<file path="config.mk">
export PLATFORM = sky130hd
export DESIGN_NAME = first_fit_page_allocator
export DESIGN_NICKNAME = d
export VERILOG_FILES = /design/src/rtl/core/ffpa_pkg.sv /design/src/rtl/core/first_fit_page_allocator.sv
export SDC_FILE = /design/constraint.sdc
export NUM_CORES = 2
export LEC_CHECK = 0
export ABC_CLOCK_PERIOD_IN_PS = 15900
export BUFFER_PORTS_ARGS = -buffer_cell sky130_fd_sc_hd__buf_4
export CELL_PAD_IN_SITES_DETAIL_PLACEMENT = 0
export CELL_PAD_IN_SITES_GLOBAL_PLACEMENT = 1
export CORE_ASPECT_RATIO = 1.5
export CORE_MARGIN = 2
export CORE_UTILIZATION = 40
export DETAILED_ROUTE_END_ITERATION = 7
export PLACE_DENSITY = 0.64
export SLEW_MARGIN = 15
export SYNTH_ARGS = -nofsm -noshare
export SYNTH_HDL_FRONTEND = slang
export SYNTH_SLANG_ARGS = --single-unit
</file>
<file path="constraint.sdc">
create_clock -name clock -period 15.9 [get_ports clock]
set_input_delay 1.59 -clock clock [delete_from_list [all_inputs] [get_ports clock]]
set_output_delay 1.59 -clock clock [all_outputs]
set_load 0.01 [all_outputs]
</file>
<file path="src/rtl/core/ffpa_pkg.sv">
// ----------------------------------------------------------------------------
// First-fit page allocator package
// Op and status codes and the sequencer state type.
// ----------------------------------------------------------------------------
`timescale 1ns / 1ps

package ffpa_pkg;

   // request op codes
   localparam logic [1:0] OP_ADD   = 2'd0;
   localparam logic [1:0] OP_ALLOC = 2'd1;
   localparam logic [1:0] OP_FREE  = 2'd2;
   localparam logic [1:0] OP_RSVD  = 2'd3;

   // response status codes
   localparam logic [1:0] STATUS_OK    = 2'd0;
   localparam logic [1:0] STATUS_NOFIT = 2'd1;
   localparam logic [1:0] STATUS_BAD   = 2'd2;

   typedef enum logic [3:0] {
      ST_CLEAR,
      ST_IDLE,
      ST_CHECK,
      ST_MARK,
      ST_ABOVE,
      ST_HEAD_WR,
      ST_WALK,
      ST_MERGE_HEAD,
      ST_SCAN,
      ST_TAKE,
      ST_SPLIT,
      ST_DONE
   } ffpa_state_type;

endpackage

</file>
<file path="src/rtl/core/first_fit_page_allocator.sv">
// ----------------------------------------------------------------------------
// First-fit page allocator
// Page pool manager: add free region, allocate first fit, free with merging.
// ----------------------------------------------------------------------------
// One request is in flight at a time. The free bit and block length of every
// page sit in a single page memory (one write and one registered read port
// per cycle), and every step of the sequencer is one access to it, so that
// port sets the rate. After reset a clearing pass writes every entry, during
// which req_stall stays high. A bad request or an allocate above the free
// total goes straight to the done state. Add of N pages reads them to
// check that none is free, then writes them. Free does the same, then
// looks at the page above the range and merges with a block starting there;
// then, unless the range starts at page 0, it reads pages on the way down (a
// taken page or the head of the block below ends the walk) and merges into
// that head. Allocate hops (a hop jumps a whole free block or steps over one
// taken page) until the first fitting block, then makes N writes and one
// more if a remainder is split off. The result register lets the next
// request be taken while a response waits.
// ----------------------------------------------------------------------------
`timescale 1ns / 1ps

module first_fit_page_allocator
   import ffpa_pkg::*;
#(
   parameter int PAGES = 256
) (
   input  logic       clock,
   input  logic       reset,

   input  logic       req_valid,
   output logic       req_stall,
   input  logic [1:0] req_op,
   input  logic [7:0] req_page_index,
   input  logic [8:0] req_page_count,

   output logic       rsp_valid,
   input  logic       rsp_stall,
   output logic [1:0] rsp_status,
   output logic [7:0] rsp_page_index_res,
   output logic [8:0] rsp_free_count
);

   // AW: page address, LW: length / count (holds PAGES itself),
   // WW: wide enough for the request fields and PAGES.
   localparam int AW = $clog2(PAGES);
   localparam int LW = AW + 1;
   localparam int HW = LW + 1;
   localparam int EW = LW + 1;
   localparam int WW = (LW > 10) ? LW : 10;

   localparam logic [LW-1:0] PAGES_L = LW'(PAGES);
   localparam logic [HW-1:0] PAGES_H = HW'(PAGES);
   localparam logic [WW-1:0] PAGES_W = WW'(PAGES);

   // ----------------------------------------------------------------------
   // Registers
   // ----------------------------------------------------------------------
   ffpa_state_type state_ff, state_in;

   logic [1:0]    op_ff,       op_in;
   logic [AW-1:0] first_ff,    first_in;
   logic [LW-1:0] count_ff,    count_in;
   logic [LW-1:0] cur_ff,      cur_in;      // page under the sequencer
   logic [LW-1:0] left_ff,     left_in;     // pages still to check / write
   logic [LW-1:0] acc_ff,      acc_in;      // length of the block being freed
   logic [LW-1:0] head_len_ff, head_len_in; // length of the chosen block
   logic [AW-1:0] where_ff,    where_in;
   logic [1:0]    status_ff,   status_in;
   logic [LW-1:0] total_ff,    total_in;

   logic       rsp_valid_ff, rsp_valid_in;
   logic [1:0] rsp_status_ff;
   logic [7:0] rsp_index_ff;
   logic [8:0] rsp_count_ff;

   // page memory: {free, length}
   logic [EW-1:0] page_mem_ff [PAGES];
   logic [EW-1:0] rd_data_ff;

   logic          mem_we;
   logic [AW-1:0] mem_waddr;
   logic [EW-1:0] mem_wdata;
   logic [AW-1:0] mem_raddr;

   // ----------------------------------------------------------------------
   // Request decode (used in idle)
   // ----------------------------------------------------------------------
   logic [WW-1:0] in_count_w;
   logic [WW-1:0] in_first_w;
   logic [WW-1:0] total_w;
   logic          in_accept;
   logic          in_bad;
   logic          in_range_bad;
   logic          in_nofit;
   logic          in_alloc;

   assign in_count_w   = WW'(req_page_count);
   assign in_first_w   = WW'(req_page_index);
   assign total_w      = WW'(total_ff);
   assign in_accept    = req_valid && !req_stall;
   assign in_bad       = (req_page_count == 9'd0) || (req_op == OP_RSVD);
   assign in_alloc     = (req_op == OP_ALLOC);
   assign in_range_bad = (in_first_w + in_count_w) > PAGES_W;
   assign in_nofit     = in_count_w > total_w;

   // ----------------------------------------------------------------------
   // Sequencer helpers
   // ----------------------------------------------------------------------
   logic          rd_free;
   logic [LW-1:0] rd_len;
   logic          last_left;
   logic [LW-1:0] first_ext;
   logic [AW-1:0] first_m1;
   logic [LW-1:0] above;
   logic          above_in_pool;
   logic          above_merge;
   logic [HW-1:0] hop;
   logic          hop_end;
   logic          fits;
   logic          rsp_slot_free;

   assign rd_free       = rd_data_ff[LW];
   assign rd_len        = rd_data_ff[LW-1:0];
   assign last_left     = (left_ff == LW'(1));
   assign first_ext     = {1'b0, first_ff};
   assign first_m1      = first_ff - AW'(1);
   assign above         = first_ext + count_ff;
   assign above_in_pool = above < PAGES_L;
   assign above_merge   = rd_free && (rd_len != '0);
   // hop over a whole free block, or one page otherwise
   assign hop           = {1'b0, cur_ff} +
                          ((rd_free && (rd_len != '0)) ? {1'b0, rd_len} : HW'(1));
   assign hop_end       = hop >= PAGES_H;
   assign fits          = rd_free && (rd_len >= count_ff);
   assign rsp_slot_free = !rsp_valid_ff || !rsp_stall;

   assign req_stall = (state_ff != ST_IDLE);

   // ----------------------------------------------------------------------
   // Next state
   // ----------------------------------------------------------------------
   always_comb begin
      state_in = state_ff;
      unique case (state_ff)
         ST_CLEAR: begin
            if (cur_ff == PAGES_L - LW'(1)) state_in = ST_IDLE;
         end
         ST_IDLE: begin
            if (req_valid) begin
               if (in_bad) state_in = ST_DONE;
               else if (in_alloc) state_in = in_nofit ? ST_DONE : ST_SCAN;
               else state_in = in_range_bad ? ST_DONE : ST_CHECK;
            end
         end
         ST_CHECK: begin
            if (rd_free) state_in = ST_DONE;
            else if (last_left) state_in = ST_MARK;
         end
         ST_MARK: begin
            if (last_left) begin
               if (op_ff == OP_ADD) state_in = ST_DONE;
               else if (above_in_pool) state_in = ST_ABOVE;
               else if (first_ff == '0) state_in = ST_DONE;
               else state_in = ST_WALK;
            end
         end
         ST_ABOVE: begin
            if (above_merge) state_in = ST_HEAD_WR;
            else if (first_ff == '0) state_in = ST_DONE;
            else state_in = ST_WALK;
         end
         ST_HEAD_WR: begin
            state_in = (first_ff == '0) ? ST_DONE : ST_WALK;
         end
         ST_WALK: begin
            if (!rd_free) state_in = ST_DONE;
            else if (rd_len != '0) state_in = ST_MERGE_HEAD;
            else if (cur_ff == '0) state_in = ST_DONE;
         end
         ST_MERGE_HEAD: state_in = ST_DONE;
         ST_SCAN: begin
            if (fits) state_in = ST_TAKE;
            else if (hop_end) state_in = ST_DONE;
         end
         ST_TAKE: begin
            if (last_left) state_in = (head_len_ff > count_ff) ? ST_SPLIT : ST_DONE;
         end
         ST_SPLIT: state_in = ST_DONE;
         ST_DONE: begin
            if (rsp_slot_free) state_in = ST_IDLE;
         end
         default: state_in = ST_IDLE;
      endcase
   end

   // ----------------------------------------------------------------------
   // Page memory control
   // ----------------------------------------------------------------------
   always_comb begin
      mem_we    = 1'b0;
      mem_waddr = cur_ff[AW-1:0];
      mem_wdata = '0;
      mem_raddr = cur_ff[AW-1:0];
      unique case (state_ff)
         ST_CLEAR: begin
            mem_we = 1'b1;
         end
         ST_IDLE: begin
            mem_raddr = in_alloc ? '0 : in_first_w[AW-1:0];
         end
         ST_CHECK: begin
            mem_raddr = cur_ff[AW-1:0] + AW'(1);
         end
         ST_MARK: begin
            // head page carries the length, the rest are cleared
            mem_we    = 1'b1;
            mem_wdata = {1'b1, (left_ff == count_ff) ? count_ff : LW'(0)};
            mem_raddr = above_in_pool ? above[AW-1:0] : first_m1;
         end
         ST_ABOVE: begin
            mem_we    = above_merge;
            mem_waddr = above[AW-1:0];
            mem_wdata = {1'b1, LW'(0)};
            mem_raddr = first_m1;
         end
         ST_HEAD_WR: begin
            mem_we    = 1'b1;
            mem_waddr = first_ff;
            mem_wdata = {1'b1, acc_ff};
            mem_raddr = first_m1;
         end
         ST_WALK: begin
            mem_we    = rd_free && (rd_len != '0);
            mem_wdata = {1'b1, rd_len + acc_ff};
            mem_raddr = cur_ff[AW-1:0] - AW'(1);
         end
         ST_MERGE_HEAD: begin
            mem_we    = 1'b1;
            mem_waddr = first_ff;
            mem_wdata = {1'b1, LW'(0)};
         end
         ST_SCAN: begin
            mem_raddr = hop[AW-1:0];
         end
         ST_TAKE: begin
            mem_we = 1'b1;
         end
         ST_SPLIT: begin
            mem_we    = 1'b1;
            mem_wdata = {1'b1, head_len_ff - count_ff};
         end
         ST_DONE: begin
            mem_we = 1'b0;
         end
         default: mem_we = 1'b0;
      endcase
   end

   // ----------------------------------------------------------------------
   // Datapath next values
   // ----------------------------------------------------------------------
   always_comb begin
      op_in       = op_ff;
      first_in    = first_ff;
      count_in    = count_ff;
      cur_in      = cur_ff;
      left_in     = left_ff;
      acc_in      = acc_ff;
      head_len_in = head_len_ff;
      where_in    = where_ff;
      status_in   = status_ff;
      total_in    = total_ff;
      unique case (state_ff)
         ST_CLEAR: begin
            cur_in = cur_ff + LW'(1);
         end
         ST_IDLE: begin
            op_in    = req_op;
            first_in = in_first_w[AW-1:0];
            count_in = in_count_w[LW-1:0];
            left_in  = in_count_w[LW-1:0];
            cur_in   = in_alloc ? LW'(0) : in_first_w[LW-1:0];
            if (in_bad) status_in = STATUS_BAD;
            else if (in_alloc) status_in = in_nofit ? STATUS_NOFIT : STATUS_OK;
            else status_in = in_range_bad ? STATUS_BAD : STATUS_OK;
         end
         ST_CHECK: begin
            if (rd_free) begin
               status_in = STATUS_BAD;          // page already free
            end else if (last_left) begin
               cur_in  = first_ext;
               left_in = count_ff;
            end else begin
               cur_in  = cur_ff + LW'(1);
               left_in = left_ff - LW'(1);
            end
         end
         ST_MARK: begin
            if (last_left) begin
               total_in = total_ff + count_ff;
               acc_in   = count_ff;
               cur_in   = first_ext - LW'(1);
            end else begin
               cur_in  = cur_ff + LW'(1);
               left_in = left_ff - LW'(1);
            end
         end
         ST_ABOVE: begin
            if (above_merge) acc_in = acc_ff + rd_len;
         end
         ST_HEAD_WR: begin
            acc_in = acc_ff;
         end
         ST_WALK: begin
            cur_in = cur_ff - LW'(1);
         end
         ST_MERGE_HEAD: begin
            acc_in = acc_ff;
         end
         ST_SCAN: begin
            if (fits) begin
               where_in    = cur_ff[AW-1:0];
               head_len_in = rd_len;
               left_in     = count_ff;
            end else begin
               cur_in = hop[LW-1:0];
               if (hop_end) status_in = STATUS_NOFIT;
            end
         end
         ST_TAKE: begin
            cur_in  = cur_ff + LW'(1);
            left_in = left_ff - LW'(1);
            if (last_left) total_in = total_ff - count_ff;
         end
         ST_SPLIT: begin
            status_in = STATUS_OK;
         end
         ST_DONE: begin
            status_in = status_ff;
         end
         default: status_in = status_ff;
      endcase
   end

   // ----------------------------------------------------------------------
   // Response register
   // ----------------------------------------------------------------------
   logic          rsp_load;
   logic [WW-1:0] where_w;

   assign rsp_load     = (state_ff == ST_DONE) && rsp_slot_free;
   assign rsp_valid_in = rsp_load || (rsp_valid_ff && rsp_stall);
   assign where_w      = WW'(where_ff);

   always_ff @(posedge clock) begin
      if (reset) begin
         state_ff     <= ST_CLEAR;
         cur_ff       <= '0;
         total_ff     <= '0;
         rsp_valid_ff <= 1'b0;
      end else begin
         state_ff     <= state_in;
         cur_ff       <= cur_in;
         total_ff     <= total_in;
         rsp_valid_ff <= rsp_valid_in;
      end
   end

   always_ff @(posedge clock) begin
      if (in_accept || (state_ff != ST_IDLE)) begin
         op_ff       <= op_in;
         first_ff    <= first_in;
         count_ff    <= count_in;
         left_ff     <= left_in;
         acc_ff      <= acc_in;
         head_len_ff <= head_len_in;
         where_ff    <= where_in;
         status_ff   <= status_in;
      end
      if (rsp_load) begin
         rsp_status_ff <= status_ff;
         rsp_index_ff  <= ((status_ff == STATUS_OK) && (op_ff == OP_ALLOC)) ?
                          where_w[7:0] : 8'd0;
         rsp_count_ff  <= total_w[8:0];
      end
   end

   // page memory: one write, one registered read per cycle
   always_ff @(posedge clock) begin
      if (mem_we) page_mem_ff[mem_waddr] <= mem_wdata;
      rd_data_ff <= page_mem_ff[mem_raddr];
   end

   assign rsp_valid          = rsp_valid_ff;
   assign rsp_status         = rsp_status_ff;
   assign rsp_page_index_res = rsp_index_ff;
   assign rsp_free_count     = rsp_count_ff;

endmodule

</file>
# Word level (Yosys, flattened, before mapping)
# Memory sizes are Yosys's and may differ from the RTL's. A register that Yosys moved wholly into a read port is not among the register bits.
# Index checks and enable logic that the tools add are counted.
# totals
register_bits,98
ramBits,2560
input_bits,23
out_inout_bits,21
elab_cells,166
memories,1
# memory_table
memory,depth,word_bits,read_ports,rd_clocked_by_memory_dff,wr,line_no,rtl
page_mem_ff,256,10,1,1,1,first_fit_page_allocator.sv:77,logic [EW-1:0] page_mem_ff [PAGES];
# op_classes
addsub,14
order_cmp,6
eq_ne,33
muxes,57
n_reduce_logical,40
# ops
cell,n
9-bit 2-to-1 mux,14
4-bit 2-to-1 mux,19
9-bit case mux with 6 select lines,1
10-bit case mux with 5 select lines,1
8-bit case mux with 6 select lines,1
9-bit case mux with 5 select lines,1
4-bit case mux with 11 select lines,1
9-bit case mux with 2 select lines,2
8-bit 2-to-1 mux,3
2-bit inequality test (second input constant),12
9-bit adder,2
9-bit greater-than comparator,2
9-bit zero test,2
9-bit by 1-bit subtractor with 9-bit output (second input constant),2
9-bit subtractor,2
4-bit by 3-bit == test with 1-bit output (second input constant),4
4-bit == test (second input constant),4
8-bit case mux with 2 select lines,1
8-bit by 1-bit subtractor with 8-bit output (second input constant),2
2-bit 2-to-1 mux,7
2-bit OR reduction,6
8-bit by 9-bit adder with 10-bit output,1
9-bit by 9-bit adder with 10-bit output,1
10-bit by 9-bit greater-or-equal comparator with 1-bit output (second input constant),1
other kinds (37),58

# Depth between registers and ports, before layout
# depth
depth_word,8
ltp_mapped,22

# Worst setup path before layout
# Ideal clock, no wire load.
# synth_timing
path_kind,flip-flop to flip-flop
from,register state_ff[1]
to,"memory page_mem_ff[0][9] (netlist bit), data pin"
arrival_ns,11.296
t_required_ns,13.713
setup_slack_ns,2.417
path_stages_with_launch,6
cell_sequence,dfxtp_1 buf_2 clkbuf_1 buf_1 a21oi_1 o21ai_0
# synth_via
elab_chain_len,3
# synth_lines
item,line_no,rtl
start: declaration,first_fit_page_allocator.sv:58,"ffpa_state_type state_ff, state_in;"
start signal: assignment,first_fit_page_allocator.sv:362,state_ff <= state_in;
4-bit by 3-bit == test with 1-bit output,first_fit_page_allocator.sv:204,unique case (state_ff)
2-bit OR reduction (no source line),n/a,
10-bit case mux with 5 select lines (*),first_fit_page_allocator.sv:204,
net mem_wdata[9],first_fit_page_allocator.sv:82,logic [EW-1:0] mem_wdata;
end: declaration,first_fit_page_allocator.sv:77,
# Mark *: on every way through the listed nets, which the timed path passes. The rest lies on a longest branch.

# Worst setup path after layout
# layout_timing
from,register count_ff[0]
to,"register rd_data_ff[7], read port of page_mem_ff"
# layout_via
elab_chain_len,4
# layout_lines
item,line_no,rtl
start: declaration,first_fit_page_allocator.sv:62,"logic [LW-1:0] count_ff, count_in;"
start signal: assignment,first_fit_page_allocator.sv:373,count_ff <= count_in;
8-bit by 9-bit adder with 9-bit output (*),first_fit_page_allocator.sv:127,assign above = first_ext + count_ff;
9-bit less-than comparator,first_fit_page_allocator.sv:128,assign above_in_pool = above < PAGES_L;
8-bit 2-to-1 mux (*),first_fit_page_allocator.sv:218,mem_raddr = above_in_pool ? above[AW-1:0] : first_m1;
8-bit case mux with 6 select lines (*),first_fit_page_allocator.sv:204,
end: declaration,first_fit_page_allocator.sv:78,logic [EW-1:0] rd_data_ff;
# Every way passes the cells marked *; elsewhere a longest branch is shown, timed or not.
# A chain may end at the register's enable or synchronous reset.

==> run metrics <==
met2 Use GR=41.6%; I/O Buffers=43; leading area contributor after synthesis=edfxtp_1; dpl cells=11600; grt met3 use=2.95%; syn avg cell area=13.5 um2; fin crit period=8.30 ns; Final Max Slew Viols=0; status=completed; Min-Delay Path Depth=0; Hold WS=0.454 ns; Cell variety after synth=93; leading cell type in the layout, fill and taps excluded=edfxtp_1; starting density of the core=40.1%; nets=8228; # DRC=0; Post-Syn Area=110000 um2; CTS H-Tree Depth=4; register area share after synthesis=72.4%; clock-pin slew on the worst setup and hold paths=0.07 ns; initial antenna violation count=11; top cell type's share of synthesized area=71.8%; synthesized net count=8294; placed wire-length estimate=204000 um; Final setup viols=0; unrepaired setup endpoints after global routing=false; I/O pin cnt=44; Die X=433 um; CP Class=flip-flop to flip-flop; Setup Skew=0.0570 ns; Hold Path Sink=rsp_status[1]; commonest cells after routing, fill and taps aside=edfxtp_1, nand2_1, nand3_1, nor2_1, mux2i_1; Worst EP required=16.61 ns; area delta synth->final=11.0%; met1 usage=30.1%; via count=69100; Resize count post-CTS=0; first-pass GRT wire length=489000 um; clk sinks=2668; DRT Pass-1 Iters=6; worst setup margin=7.60 ns; Synth async-reset ratio=0%; crit share post-route=52.2%; min-delay src=status_ff[1]; TritonCTS clock tree=built; CTS buffer count=248; Critical Path Source Type=flip-flop; Post-Layout Cell Count=12000; setup TNS=0 ns; synth warn=0; slew margin rel.=14.8%; final hold viol count=0; fmax=120 MHz; worst r2r path cells=18; Post-Syn Instances=8181; synthesis-stage register bit count=2668; CP endpoint kind=flip-flop; Post-CTS Hold Buffers=0; remaining antenna violation count after routing=0; routed wire length=341000 um; largest net degree at the start of global routing=192; Rows=236; worst-case clock buffer depth=4; vias in the first global route=67400; die height=647 um; Worst-Skew Late Latency=0.95 ns; Synth area leaders=edfxtp_1, nand2_1, nand3_1; Core ar.=275000 um2; max_cap viols=0; Global Route Usage Sum=23.9%; Max FO, Critical Path=110; initial DRC count=7325; R2R Setup Slk=7.60 ns; Vias per Instance=5.76; root buffer cell=clkbuf_16; Setup WS pre-CTS=7.53 ns; share of cells above drive strength 1=8.59%; reg2reg start=count_ff[0]; routability-driven placement congestion ratio=0.867; Worst Path Arrival=9.01 ns; grt ovf=0; type of the most critical hold path=flip-flop to flip-flop; RR Endpoint=rd_data_ff[7]; DIE AREA=280000 um2; total setup buffers inserted after CTS=0; Top FF cell, synth=edfxtp_1; gr busiest metal=met2; Worst-Margin Slew=1.26 ns; drt wl/cell=28.4 um; Post-synth EDFFs=2635
-- critical path: stages (launching register included) --
cell and delay (ns):
edfxtp_1 0.61, ha_1 0.28, inv_1 0.06, fa_1 0.40, nand2b_1 0.19, a21oi_2 0.31, o41ai_4 0.20, o211ai_4 0.32
buf_4 0.58, and2_4 0.72, buf_12 0.50, buf_4 0.75, nand2_1 0.12, and3_1 0.21, a311oi_1 0.40, a311oi_1 0.20
o21ai_0 0.78, nand4_1 0.44, o22ai_1 0.78
-- routing by layer --
metal / up-vias / share of wire [%]
met3: 579 / 6.0
met1: 35500 / 39
li1: 30500 / -
met2: 2484 / 50
met4: 2 / 4.5
met5: - / 0.0038
-- registers in the layout, summed over array words and instances (netlist names) --
name,cells
first_ff,8
rsp_valid,1
state_ff,4
status_ff,2
left_ff,9
op_ff,2
rsp_page_index_res,8
head_len_ff,9
where_ff,8
rd_data_ff,10
rsp_status,2
cur_ff,9
page_mem_ff,2560
total_ff,9
acc_ff,9
count_ff,9
rsp_free_count,9
-- cells by family after synthesis --
kind of cell,after synthesis,synth area share [%]
multiplexers,349,3.82
AO/OA/AOI/OAI,1176,7.09
buffers and inverters,575,2.38
AND/OR/NAND/NOR,3242,12.6
flip-flops,2668,72.4
XOR/XNOR,81,0.644
adder cells (fa/ha/maj),90,1.07
-- synthesized netlist by cell type, types with 30 or more instances --
cell,number
a311oi_1,66
o22ai_1,59
a211oi_1,70
buf_1,48
buf_4,35
nand4_1,67
a31oi_1,124
xnor2_1,51
a21o_1,37
xor2_1,30
nor3_1,70
mux2i_1,291
nor4_1,41
mux4_2,57
nand2_1,1733
a32oi_1,69
nor2_1,530
buf_2,243
o221ai_1,42
ha_1,83
a22oi_1,49
o21ai_0,205
dfxtp_1,33
edfxtp_1,2635
nand3_1,597
inv_1,57
clkbuf_1,186
a21oi_1,283
and3_1,116
-- through the flow --
step                util [%]  instance area [um2]
floorplan                  -               110000
global placement        41.6               114000
detailed placement      41.6               114000
CTS                     44.5               122000
global route            44.5               122000
finish                  44.5               122000
-- how the worst max path moves through the flow --
stage                      from                 to
floorplan           state_ff[1]  page_mem_ff[0][9]
global placement    count_ff[0]      rd_data_ff[7]
detailed placement  count_ff[0]      rd_data_ff[7]
CTS                 count_ff[0]      rd_data_ff[7]
global route        count_ff[0]      rd_data_ff[7]
finish              count_ff[0]      rd_data_ff[7]
-- final cells by class --
cell class                 count  area [um2]
inverter                      58         218
timing repair buffer         201        1680
tap                         3689        4620
clock buffer                 305        6530
sequential                  2668       79800
clock inverter               140        1350
multi-input combinational   4938       28200
fill                       24500      153000
antenna                        7        17.5
Power is left out: the tool's default activity adds up to more than one toggle a clock period on the data nets, which glitch-free logic cannot reach.
